File: src/rtl/smst_pkg.sv
// Shared constants, widths and the front-end request type for the fixed-point
// smootherstep block. No dependencies; every rtl file refers to it by scoped name.
package smst_pkg;

  // Fixed-point format and port widths
  localparam int FRAC_BITS       = 10;
  localparam int SAMPLE_WIDTH    = 20;
  localparam int LEVEL_WIDTH     = 11;
  localparam int CFG_INDEX_WIDTH = 1;
  localparam int CFG_DATA_WIDTH  = SAMPLE_WIDTH;

  // Register indexes on the configuration port
  localparam logic [CFG_INDEX_WIDTH-1:0] REG_EDGE_LOW  = 1'b0;
  localparam logic [CFG_INDEX_WIDTH-1:0] REG_EDGE_HIGH = 1'b1;

  // Register reset values
  localparam logic [SAMPLE_WIDTH-1:0] EDGE_LOW_RESET  = '0;
  localparam logic [SAMPLE_WIDTH-1:0] EDGE_HIGH_RESET = SAMPLE_WIDTH'(1024);

  // Normalised t runs 0..2^FRAC_BITS
  localparam int SCALE   = 1 << FRAC_BITS;
  localparam int T_WIDTH = FRAC_BITS + 1;
  localparam logic [T_WIDTH-1:0] T_ONE = {1'b1, {FRAC_BITS{1'b0}}};

  // Polynomial datapath widths
  localparam int A_WIDTH  = FRAC_BITS + 5;        // signed, holds -15*SCALE
  localparam int U_WIDTH  = FRAC_BITS + 4;        // unsigned, holds 10*SCALE
  localparam int P1_WIDTH = A_WIDTH + T_WIDTH + 1; // signed first product
  localparam int P_WIDTH  = U_WIDTH + T_WIDTH;     // unsigned later products

  localparam logic signed [A_WIDTH-1:0] FIFTEEN_S = A_WIDTH'(15 * SCALE);
  localparam logic signed [A_WIDTH-1:0] TEN_S     = A_WIDTH'(10 * SCALE);
  localparam int LEVEL_MAX = (1 << LEVEL_WIDTH) - 1;

  // Front end to divider: remainder and divisor, or a pinned result
  typedef struct packed {
    logic                    pinned;
    logic [T_WIDTH-1:0]      t_forced;
    logic [SAMPLE_WIDTH-1:0] rem;
    logic [SAMPLE_WIDTH-1:0] span;
  } smst_norm_t;

endpackage

File: src/rtl/smst_norm.sv
// Front end of the smootherstep pipeline: offset, span and the pinned cases.
// Two register stages; depends on smst_pkg.
module smst_norm (
  input  logic                                 clk,
  input  logic                                 rst_n,
  input  logic                                 in_valid,
  output logic                                 in_stall,
  input  logic [smst_pkg::SAMPLE_WIDTH-1:0]    in_sample,
  input  logic [smst_pkg::SAMPLE_WIDTH-1:0]    edge_low,
  input  logic [smst_pkg::SAMPLE_WIDTH-1:0]    edge_high,
  output logic                                 out_valid,
  input  logic                                 out_stall,
  output smst_pkg::smst_norm_t                 out_data
);

  logic                              v_r [2];
  logic [2:0]                        en;
  logic                              le_a_r;
  logic                              rev_a_r;
  logic [smst_pkg::SAMPLE_WIDTH-1:0] d_a_r;
  logic [smst_pkg::SAMPLE_WIDTH-1:0] span_a_r;
  smst_pkg::smst_norm_t              data_b_nxt;
  smst_pkg::smst_norm_t              data_b_r;

  // Advance a stage when it is empty or the next one advances
  assign en[2]    = !out_stall;
  assign en[1]    = !v_r[1] || en[2];
  assign en[0]    = !v_r[0] || en[1];
  assign in_stall = !en[0];

  always_ff @(posedge clk) begin
    if (!rst_n) begin
      v_r[0] <= 1'b0;
      v_r[1] <= 1'b0;
    end else begin
      if (en[0]) v_r[0] <= in_valid;
      if (en[1]) v_r[1] <= v_r[0];
    end
  end

  // Stage A: offset from the lower edge, span, edge order
  always_ff @(posedge clk) begin
    if (en[0]) begin
      le_a_r   <= (in_sample <= edge_low);
      rev_a_r  <= (edge_high <= edge_low);
      d_a_r    <= in_sample - edge_low;
      span_a_r <= edge_high - edge_low;
    end
  end

  // Stage B: pin to 0 at/below edge_low, else to one if edges reverse or d >= span
  always_comb begin
    data_b_nxt.pinned   = le_a_r || rev_a_r || (d_a_r >= span_a_r);
    data_b_nxt.t_forced = le_a_r ? '0 : smst_pkg::T_ONE;
    data_b_nxt.rem      = d_a_r;
    data_b_nxt.span     = span_a_r;
  end

  always_ff @(posedge clk) begin
    if (en[1]) data_b_r <= data_b_nxt;
  end

  assign out_valid = v_r[1];
  assign out_data  = data_b_r;

endmodule

File: src/rtl/smst_div.sv
// Pipelined restoring divider: one quotient bit per stage, FRAC_BITS stages.
// Produces t in 0..2^FRAC_BITS; depends on smst_pkg.
module smst_div (
  input  logic                            clk,
  input  logic                            rst_n,
  input  logic                            in_valid,
  output logic                            in_stall,
  input  smst_pkg::smst_norm_t            in_data,
  output logic                            out_valid,
  input  logic                            out_stall,
  output logic [smst_pkg::T_WIDTH-1:0]    out_t
);

  localparam int F = smst_pkg::FRAC_BITS;
  localparam int W = smst_pkg::SAMPLE_WIDTH;

  logic                 v_r  [F];
  logic [F:0]           en;
  smst_pkg::smst_norm_t st_r [F];
  logic [F-1:0]         q_r  [F];

  assign en[F]    = !out_stall;
  assign in_stall = !en[0];

  for (genvar k = 0; k < F; k++) begin : g_step
    smst_pkg::smst_norm_t src;
    smst_pkg::smst_norm_t st_nxt;
    logic [F-1:0]         q_src;
    logic                 v_src;
    logic [W:0]           dbl;
    logic                 ge;

    if (k == 0) begin : g_first
      assign src   = in_data;
      assign q_src = '0;
      assign v_src = in_valid;
    end else begin : g_next
      assign src   = st_r[k-1];
      assign q_src = q_r[k-1];
      assign v_src = v_r[k-1];
    end

    // Advance when empty or the next stage advances
    assign en[k] = !v_r[k] || en[k+1];

    // Shift the remainder and try the subtraction
    assign dbl = {src.rem, 1'b0};
    assign ge  = (dbl >= {1'b0, src.span});

    always_comb begin
      st_nxt     = src;
      st_nxt.rem = ge ? W'(dbl - {1'b0, src.span}) : dbl[W-1:0];
    end

    always_ff @(posedge clk) begin
      if (!rst_n) begin
        v_r[k] <= 1'b0;
      end else if (en[k]) begin
        v_r[k] <= v_src;
      end
    end

    always_ff @(posedge clk) begin
      if (en[k]) begin
        st_r[k] <= st_nxt;
        q_r[k]  <= {q_src[F-2:0], ge};
      end
    end
  end

  // Select the pinned value or the quotient
  assign out_valid = v_r[F-1];
  assign out_t     = st_r[F-1].pinned ? st_r[F-1].t_forced : {1'b0, q_r[F-1]};

  // Remainder stays below the divisor on the working path
  a_rem_below_span: assert property (@(posedge clk) disable iff (!rst_n)
    v_r[F-1] && !st_r[F-1].pinned |-> st_r[F-1].rem < st_r[F-1].span)
    else $error("divider remainder not below span");

endmodule

File: src/rtl/smst_poly.sv
// Horner evaluation of t^3(6t^2-15t+10) in fixed point, seven register stages,
// multipliers in stages 1, 3, 4 and 5, each registered; depends on smst_pkg.
module smst_poly (
  input  logic                               clk,
  input  logic                               rst_n,
  input  logic                               in_valid,
  output logic                               in_stall,
  input  logic [smst_pkg::T_WIDTH-1:0]       in_t,
  output logic                               out_valid,
  input  logic                               out_stall,
  output logic [smst_pkg::LEVEL_WIDTH-1:0]   out_level
);

  localparam int F   = smst_pkg::FRAC_BITS;
  localparam int TW  = smst_pkg::T_WIDTH;
  localparam int AW  = smst_pkg::A_WIDTH;
  localparam int UW  = smst_pkg::U_WIDTH;
  localparam int P1W = smst_pkg::P1_WIDTH;
  localparam int PW  = smst_pkg::P_WIDTH;
  localparam int NS  = 7;

  logic                            v_r [NS];
  logic [NS:0]                     en;
  logic [TW-1:0]                   t0_r, t1_r, t2_r, t3_r, t4_r;
  logic signed [AW-1:0]            tx;
  logic signed [AW-1:0]            a1_nxt;
  logic signed [AW-1:0]            a1_r;
  logic signed [P1W-1:0]           p1_r;
  logic signed [P1W-1:0]           bias;
  logic signed [P1W-1:0]           p1_sum;
  logic signed [P1W-1:0]           p1_shr;
  logic signed [AW-1:0]            a3_nxt;
  logic [UW-1:0]                   a3_r;
  logic [PW-1:0]                   p2_r, p3_r, p4_r;
  logic [PW-F-1:0]                 hi;
  logic [smst_pkg::LEVEL_WIDTH-1:0] lvl_nxt;
  logic [smst_pkg::LEVEL_WIDTH-1:0] lvl_r;

  // Stall chain and valid bits
  assign en[NS]   = !out_stall;
  assign in_stall = !en[0];

  for (genvar k = 0; k < NS; k++) begin : g_ctl
    assign en[k] = !v_r[k] || en[k+1];
    always_ff @(posedge clk) begin
      if (!rst_n) begin
        v_r[k] <= 1'b0;
      end else if (en[k]) begin
        v_r[k] <= (k == 0) ? in_valid : v_r[(k == 0) ? 0 : k-1];
      end
    end
  end

  // Stage 0: a = 6t - 15
  assign tx     = $signed(AW'(in_t));
  assign a1_nxt = (tx <<< 2) + (tx <<< 1) - smst_pkg::FIFTEEN_S;

  always_ff @(posedge clk) begin
    if (en[0]) begin
      t0_r <= in_t;
      a1_r <= a1_nxt;
    end
  end

  // Stage 1: signed product a*t
  always_ff @(posedge clk) begin
    if (en[1]) begin
      t1_r <= t0_r;
      p1_r <= P1W'(a1_r) * P1W'($signed({1'b0, t0_r}));
    end
  end

  // Stage 2: scale down toward zero, add 10
  assign bias   = p1_r[P1W-1] ? P1W'(smst_pkg::SCALE - 1) : '0;
  assign p1_sum = p1_r + bias;
  assign p1_shr = p1_sum >>> F;
  assign a3_nxt = $signed(p1_shr[AW-1:0]) + smst_pkg::TEN_S;

  always_ff @(posedge clk) begin
    if (en[2]) begin
      t2_r <= t1_r;
      a3_r <= a3_nxt[UW-1:0];
    end
  end

  // Stages 3 to 5: three products by t, now all non-negative
  always_ff @(posedge clk) begin
    if (en[3]) begin
      t3_r <= t2_r;
      p2_r <= PW'(a3_r) * PW'(t2_r);
    end
  end

  always_ff @(posedge clk) begin
    if (en[4]) begin
      t4_r <= t3_r;
      p3_r <= PW'(p2_r[F+UW-1:F]) * PW'(t3_r);
    end
  end

  always_ff @(posedge clk) begin
    if (en[5]) begin
      p4_r <= PW'(p3_r[F+UW-1:F]) * PW'(t4_r);
    end
  end

  // Stage 6: scale down and saturate to the level width
  assign hi = p4_r[PW-1:F];
  always_comb begin
    if (32'(hi) > 32'(smst_pkg::LEVEL_MAX)) begin
      lvl_nxt = '1;
    end else begin
      lvl_nxt = smst_pkg::LEVEL_WIDTH'(hi);
    end
  end

  always_ff @(posedge clk) begin
    if (en[6]) lvl_r <= lvl_nxt;
  end

  assign out_valid = v_r[NS-1];
  assign out_level = lvl_r;

  // After adding 10 the accumulator is at least one
  a_bias_positive: assert property (@(posedge clk) disable iff (!rst_n)
    v_r[2] |-> a3_r >= UW'(smst_pkg::SCALE))
    else $error("accumulator below one after bias");

endmodule

File: src/rtl/fixed_point_smootherstep_top.sv
// Top level of the fixed-point smootherstep block: edge registers and the
// front end, divider and polynomial pipelines. Depends on smst_pkg and submodules.
//
// Usage:
//   Input requests carry one unsigned Q10 sample on in_sample, handed over with
//   in_valid and in_stall; each request gives exactly one Q10 result on
//   out_level, handed over with out_valid and out_stall.
//   edge_low (index 0) and edge_high (index 1) are written through cfg_wr_en,
//   cfg_index and cfg_wdata; the user must write them only while no request is
//   in flight, as the block itself does not enforce this. Each request passes
//   through two front-end stages, one divider stage per quotient bit and seven
//   polynomial stages. Throughput is one request per cycle; the pipeline takes
//   a new request every cycle while it keeps moving.
//   When the receiver stalls, stages hold their requests and empty stages
//   behind them keep filling; in_stall rises only once every stage is full.
//   Synchronous reset empties the pipeline and sets edge_low to 0 and
//   edge_high to 1024.
module fixed_point_smootherstep_top (
  input  logic                                  clk,
  input  logic                                  rst_n,
  input  logic                                  in_valid,
  output logic                                  in_stall,
  input  logic [smst_pkg::SAMPLE_WIDTH-1:0]     in_sample,
  output logic                                  out_valid,
  input  logic                                  out_stall,
  output logic [smst_pkg::LEVEL_WIDTH-1:0]      out_level,
  input  logic                                  cfg_wr_en,
  input  logic [smst_pkg::CFG_INDEX_WIDTH-1:0]  cfg_index,
  input  logic [smst_pkg::CFG_DATA_WIDTH-1:0]   cfg_wdata
);

  logic [smst_pkg::SAMPLE_WIDTH-1:0] edge_low_r;
  logic [smst_pkg::SAMPLE_WIDTH-1:0] edge_high_r;
  logic                              norm_valid;
  logic                              norm_stall;
  smst_pkg::smst_norm_t              norm_data;
  logic                              div_valid;
  logic                              div_stall;
  logic [smst_pkg::T_WIDTH-1:0]      div_t;

  // Hold the edge registers
  always_ff @(posedge clk) begin
    if (!rst_n) begin
      edge_low_r  <= smst_pkg::EDGE_LOW_RESET;
      edge_high_r <= smst_pkg::EDGE_HIGH_RESET;
    end else if (cfg_wr_en) begin
      unique case (cfg_index)
        smst_pkg::REG_EDGE_LOW:  edge_low_r  <= cfg_wdata;
        smst_pkg::REG_EDGE_HIGH: edge_high_r <= cfg_wdata;
      endcase
    end
  end

  smst_norm u_norm (
    .clk       (clk),
    .rst_n     (rst_n),
    .in_valid  (in_valid),
    .in_stall  (in_stall),
    .in_sample (in_sample),
    .edge_low  (edge_low_r),
    .edge_high (edge_high_r),
    .out_valid (norm_valid),
    .out_stall (norm_stall),
    .out_data  (norm_data)
  );

  smst_div u_div (
    .clk       (clk),
    .rst_n     (rst_n),
    .in_valid  (norm_valid),
    .in_stall  (norm_stall),
    .in_data   (norm_data),
    .out_valid (div_valid),
    .out_stall (div_stall),
    .out_t     (div_t)
  );

  smst_poly u_poly (
    .clk       (clk),
    .rst_n     (rst_n),
    .in_valid  (div_valid),
    .in_stall  (div_stall),
    .in_t      (div_t),
    .out_valid (out_valid),
    .out_stall (out_stall),
    .out_level (out_level)
  );

  // Input stalls only with a full pipeline blocked at the output
  a_stall_needs_full: assert property (@(posedge clk) disable iff (!rst_n)
    in_stall |-> out_valid && out_stall)
    else $error("input stalled without a blocked result");

  // Reset empties the pipeline
  a_reset_empties: assert property (@(posedge clk)
    !rst_n |=> !out_valid)
    else $error("result valid after reset");

endmodule
File: config.mk
export PLATFORM = sky130hd
export DESIGN_NAME = fixed_point_smootherstep_top
export DESIGN_NICKNAME = d
export VERILOG_FILES = /design/src/rtl/smst_pkg.sv /design/src/rtl/smst_norm.sv /design/src/rtl/smst_div.sv /design/src/rtl/smst_poly.sv /design/src/rtl/fixed_point_smootherstep_top.sv
export SDC_FILE = /design/constraint.sdc
export NUM_CORES = 2
export LEC_CHECK = 0
export ABC_AREA = 1
export BUFFER_PORTS_ARGS = -buffer_cell sky130_fd_sc_hd__buf_4
export CAP_MARGIN = 30
export CORE_MARGIN = 5
export CORE_UTILIZATION = 50
export CTS_CLUSTER_SIZE = 25
export DETAILED_ROUTE_END_ITERATION = 10
export GPL_ROUTABILITY_DRIVEN = 1
export HOLD_SLACK_MARGIN = 0.12
export PLACE_DENSITY = 0.65
export SYNTH_ARGS = -nofsm -noshare
export SYNTH_HDL_FRONTEND = slang
export SYNTH_SLANG_ARGS = --single-unit
File: constraint.sdc
create_clock -name clk -period 12.1 [get_ports clk]
set_clock_uncertainty 0.15 [all_clocks]
set_input_delay 3.63 -clock clk [delete_from_list [all_inputs] [get_ports clk]]
set_output_delay 3.63 -clock clk [all_outputs]
set_load 0.05 [all_outputs]
==> flow_summary.yaml <==
floorplanning:
  initial_core_util_pct: 50.4
  core_area_um2: 116000
  num_io_pins: 59
  die_x_um: 353
  fp.dieH_um: 353
  row_count: 125
  dieArea_um2: 124000
clock_network:
  cts_tree: "done"
  h-tree-depth: 3
  holdBufCountCts: 0
  ctsLongestPathBuffers: 3
  clock_latency_ps: 670
  root_buffer: "clkbuf_16"
  cts_resized: 0
  numCtsBuffers: 85
  clkTransAtPathRegs_ps: 70
  postCtsSetupRepairBufs: 0
  cts_num_sinks: 737
sta:
  fmax_mhz: 97.9
  hold_viol: 0
  setup_viol: 0
  finalMaxSlewViolations: 0
  tns_ps: 0
  timing.final.crit_share_pct: 84.4
  rsz0062_at_grt: "no"
  period_needed_ps: 10210
  relSlewSlack_pct: 32.0
  worstMarginPinSlew_ps: 1020
yosys:
  synth_xor_area_share_pct: 3.83
  synth_edf_count: 695
  synth_compound_area_share_pct: 8.16
  synth-simple-area-share_pct: 14.2
  syn_avg_cell_area_um2: 9.21
  synth-adder-area-share_pct: 26.9
  synth.ff_latch_count: 737
  muxShareOfSynthArea_pct: 0
  synth_top_cell_by_area: "edfxtp_1"
  synth_top_family_by_area: "adder cells"
  yosysTopAreaCellShare_pct: 35.6
  synthesis.area_um2: 58700
  ys_seq_area_share_pct: 37.0
  syn_inst: 6372
  async_reset_ff_share_pct: 0
  synth_cell_types: 56
  synthFlopType: "edfxtp_1"
  ys_warn_count: 0
  synth_area_leaders: "edfxtp_1 36%, fa_1 16%, ha_1 11%, inv_1 8.9%, nand2_1 8.6%"
  syn-num-nets: 7399
critical_path:
  path_buf_inv: 5
  rrSetupSlack_ps: 5890
  worst_ep_arrival_time_ps: 6430
  reg2reg_depth: 21
  cp-end-kind: "primary output"
  timing.rr.end: "u_poly.p1_r[26]"
  critical_path.max_stage_delay_ps: 420
  cp_slowest_cell: "nand4_4"
  path_max_fanout: 44
  crit_family: "simple AND/OR/NAND/NOR gates"
  cp-start-kind: "input port"
  path_cells: "buf_4 -> nand4_4 -> nor2_4 -> nand4_4 -> buf_4 -> nor2_4 -> nand4_4 -> nor2_4 -> nand4_4 -> nor2_8 -> nand4_2 -> buf_4 -> inv_1 -> buf_4"
  cp.required_ps: 8320
  r2r_start: "u_poly.t0_r[3]"
  critPathKind: "in2out"
power_and_ir_drop:
  combPwrFrac_pct: 55.8
  p_leak_nw: 31.4
  irDropWorstVdd_mv: 0.348
  p_clk_share_pct: 14.5
  switching_share_pct: 45.9
  seqPwrFrac_pct: 29.7
  power.density_nw_per_um2: 287
  switchingPower_mw: 8.39
  p_int_mw: 9.87
placement:
  dp_hpwl_um: 100000
  portBuffers: 58
  globalplace.congestion: 0.934
  placed_cell_area_um2: 60600
final_layout:
  final_common_cell: "inv_1"
  antenna_cells: 0
  final_area_um2: 63600
  final_cell_mix: "1,382 x inv_1, 1,341 x nand2_1, 695 x edfxtp_1, 510 x ha_1, 471 x fa_1"
  drive_gt1_share_pct: 4.04
  syn_to_final_growth_pct: 8.30
  finish.net_count: 7414
global_routing:
  overflow: 0
  grt_usage_pct: 20.4
  grt_max_degree: 69
  grt_pass1_vias: 43149
  grt_pass1_wl_um: 210000
  antenna_found_initial: 2
flow_run:
  cap_violations: 0
outcome:
  status: "finished clean"
route:
  vias: 41614
  finalWirelength_um: 125000
  ant_nets: 0
  drc: 0
  first_pass_iters: 6
  viasPerCell: 5.21
  drtIter0Drc: 2159
  wire_per_inst_um: 15.7
min_path:
  hold_end: "u_div.q_r[8][2]"
  hold_class: "reg2reg"
  min_path_cells: 0
  worstHoldStart: "u_div.q_r[7][1]"
==> cells in the mapped netlist, drive strengths merged, types with 24 or more instances <==
cell,count
inv,1391
nand2,1344
edfxtp,695
ha,510
fa,471
a21oi,347
o21ai,329
nor2,283
nand3,171
xor2,134
xnor2,123
clkbuf,122
nand4,67
nor3,57
dfxtp,42
nor4,40
a31oi,34
a21o,31
o21bai,30
buf,24
==> flip-flops by register name, summed over array words and instances, names as in the netlist, 13 cells and up <==
| register | flops |
|---|---|
| u_poly.p4_r | 15 |
| u_poly.a1_r | 13 |
| u_norm.span_a_r | 20 |
| u_poly.p2_r | 14 |
| u_norm.out_data | 42 |
| edge_low_r | 20 |
| u_poly.a3_r | 14 |
| u_norm.d_a_r | 20 |
| u_div.st_r | 380 |
| edge_high_r | 20 |
| u_poly.p3_r | 14 |
| u_div.q_r | 55 |
| u_poly.p1_r | 24 |
==> worst max path at each step <==
stage	startpoint	end	slack [ps]	cells past startpoint
2_1_floorplan	out_stall	in_stall	230	10
3_3_place_gp	out_stall	in_stall	1870	14
3_5_place_dp	out_stall	in_stall	1830	14
4_1_cts	out_stall	in_stall	1820	14
5_1_grt	out_stall	in_stall	1650	14
6_report	out_stall	in_stall	1890	14
==> final cells by class <==
type / count / area [µm²]
clock inverters: 52 / 678
flip-flops and latches: 737 / 21700
well taps: 1524 / 1910
repair buffers: 74 / 613
inverters: 1392 / 5230
multi-input cells: 4097 / 31200
clock buffers: 107 / 2240
fillers: 10542 / 52800
==> stage by stage <==
step | util (%) | power (mW) | hold WS [ps] | worst slack [ps] | std cells
2_1_floorplan | - | 13.0 | 250 | 231 | 6372
3_3_place_gp | 52.0 | 15.4 | 251 | 1870 | 7820
3_5_place_dp | 52.1 | 15.7 | 255 | 1830 | 7823
4_1_cts | 54.6 | 18.4 | 259 | 1820 | 7982
5_1_grt | 54.6 | 20.2 | 274 | 1650 | 7983
6_report | 54.6 | 18.3 | 263 | 1890 | 7983
==> power groups by stage <==
stage | combinational, mW | clock (mW) | sequential (mW)
final | 10.2 | 2.65 | 5.42
after global routing | 11.8 | 2.83 | 5.55
after CTS | 10.3 | 2.73 | 5.41
after detailed placement | 10.2 | 0 | 5.45
after global placement | 10.0 | 0 | 5.44
after floorplan | 8.26 | 0 | 4.78
==> kinds of logic after synthesis <==
family	count (synthesis)
DFF	737
xor gates and xnor gates	257
AOI/OAI and AO/OA	861
buffers and inverters	1538
and+or+nand+nor	1998
adders and majority gates	981
==> metal layers <==
layer	vias to the layer above	wire length (µm)	track usage, %
met1	19981	52200	24.7
li1	20493	-	-
met4	2	4390	6.76
met2	862	63400	37.4
met3	276	5270	2.86
met5	-	19	0
Note: power is estimated with default switching activity, not from simulation.
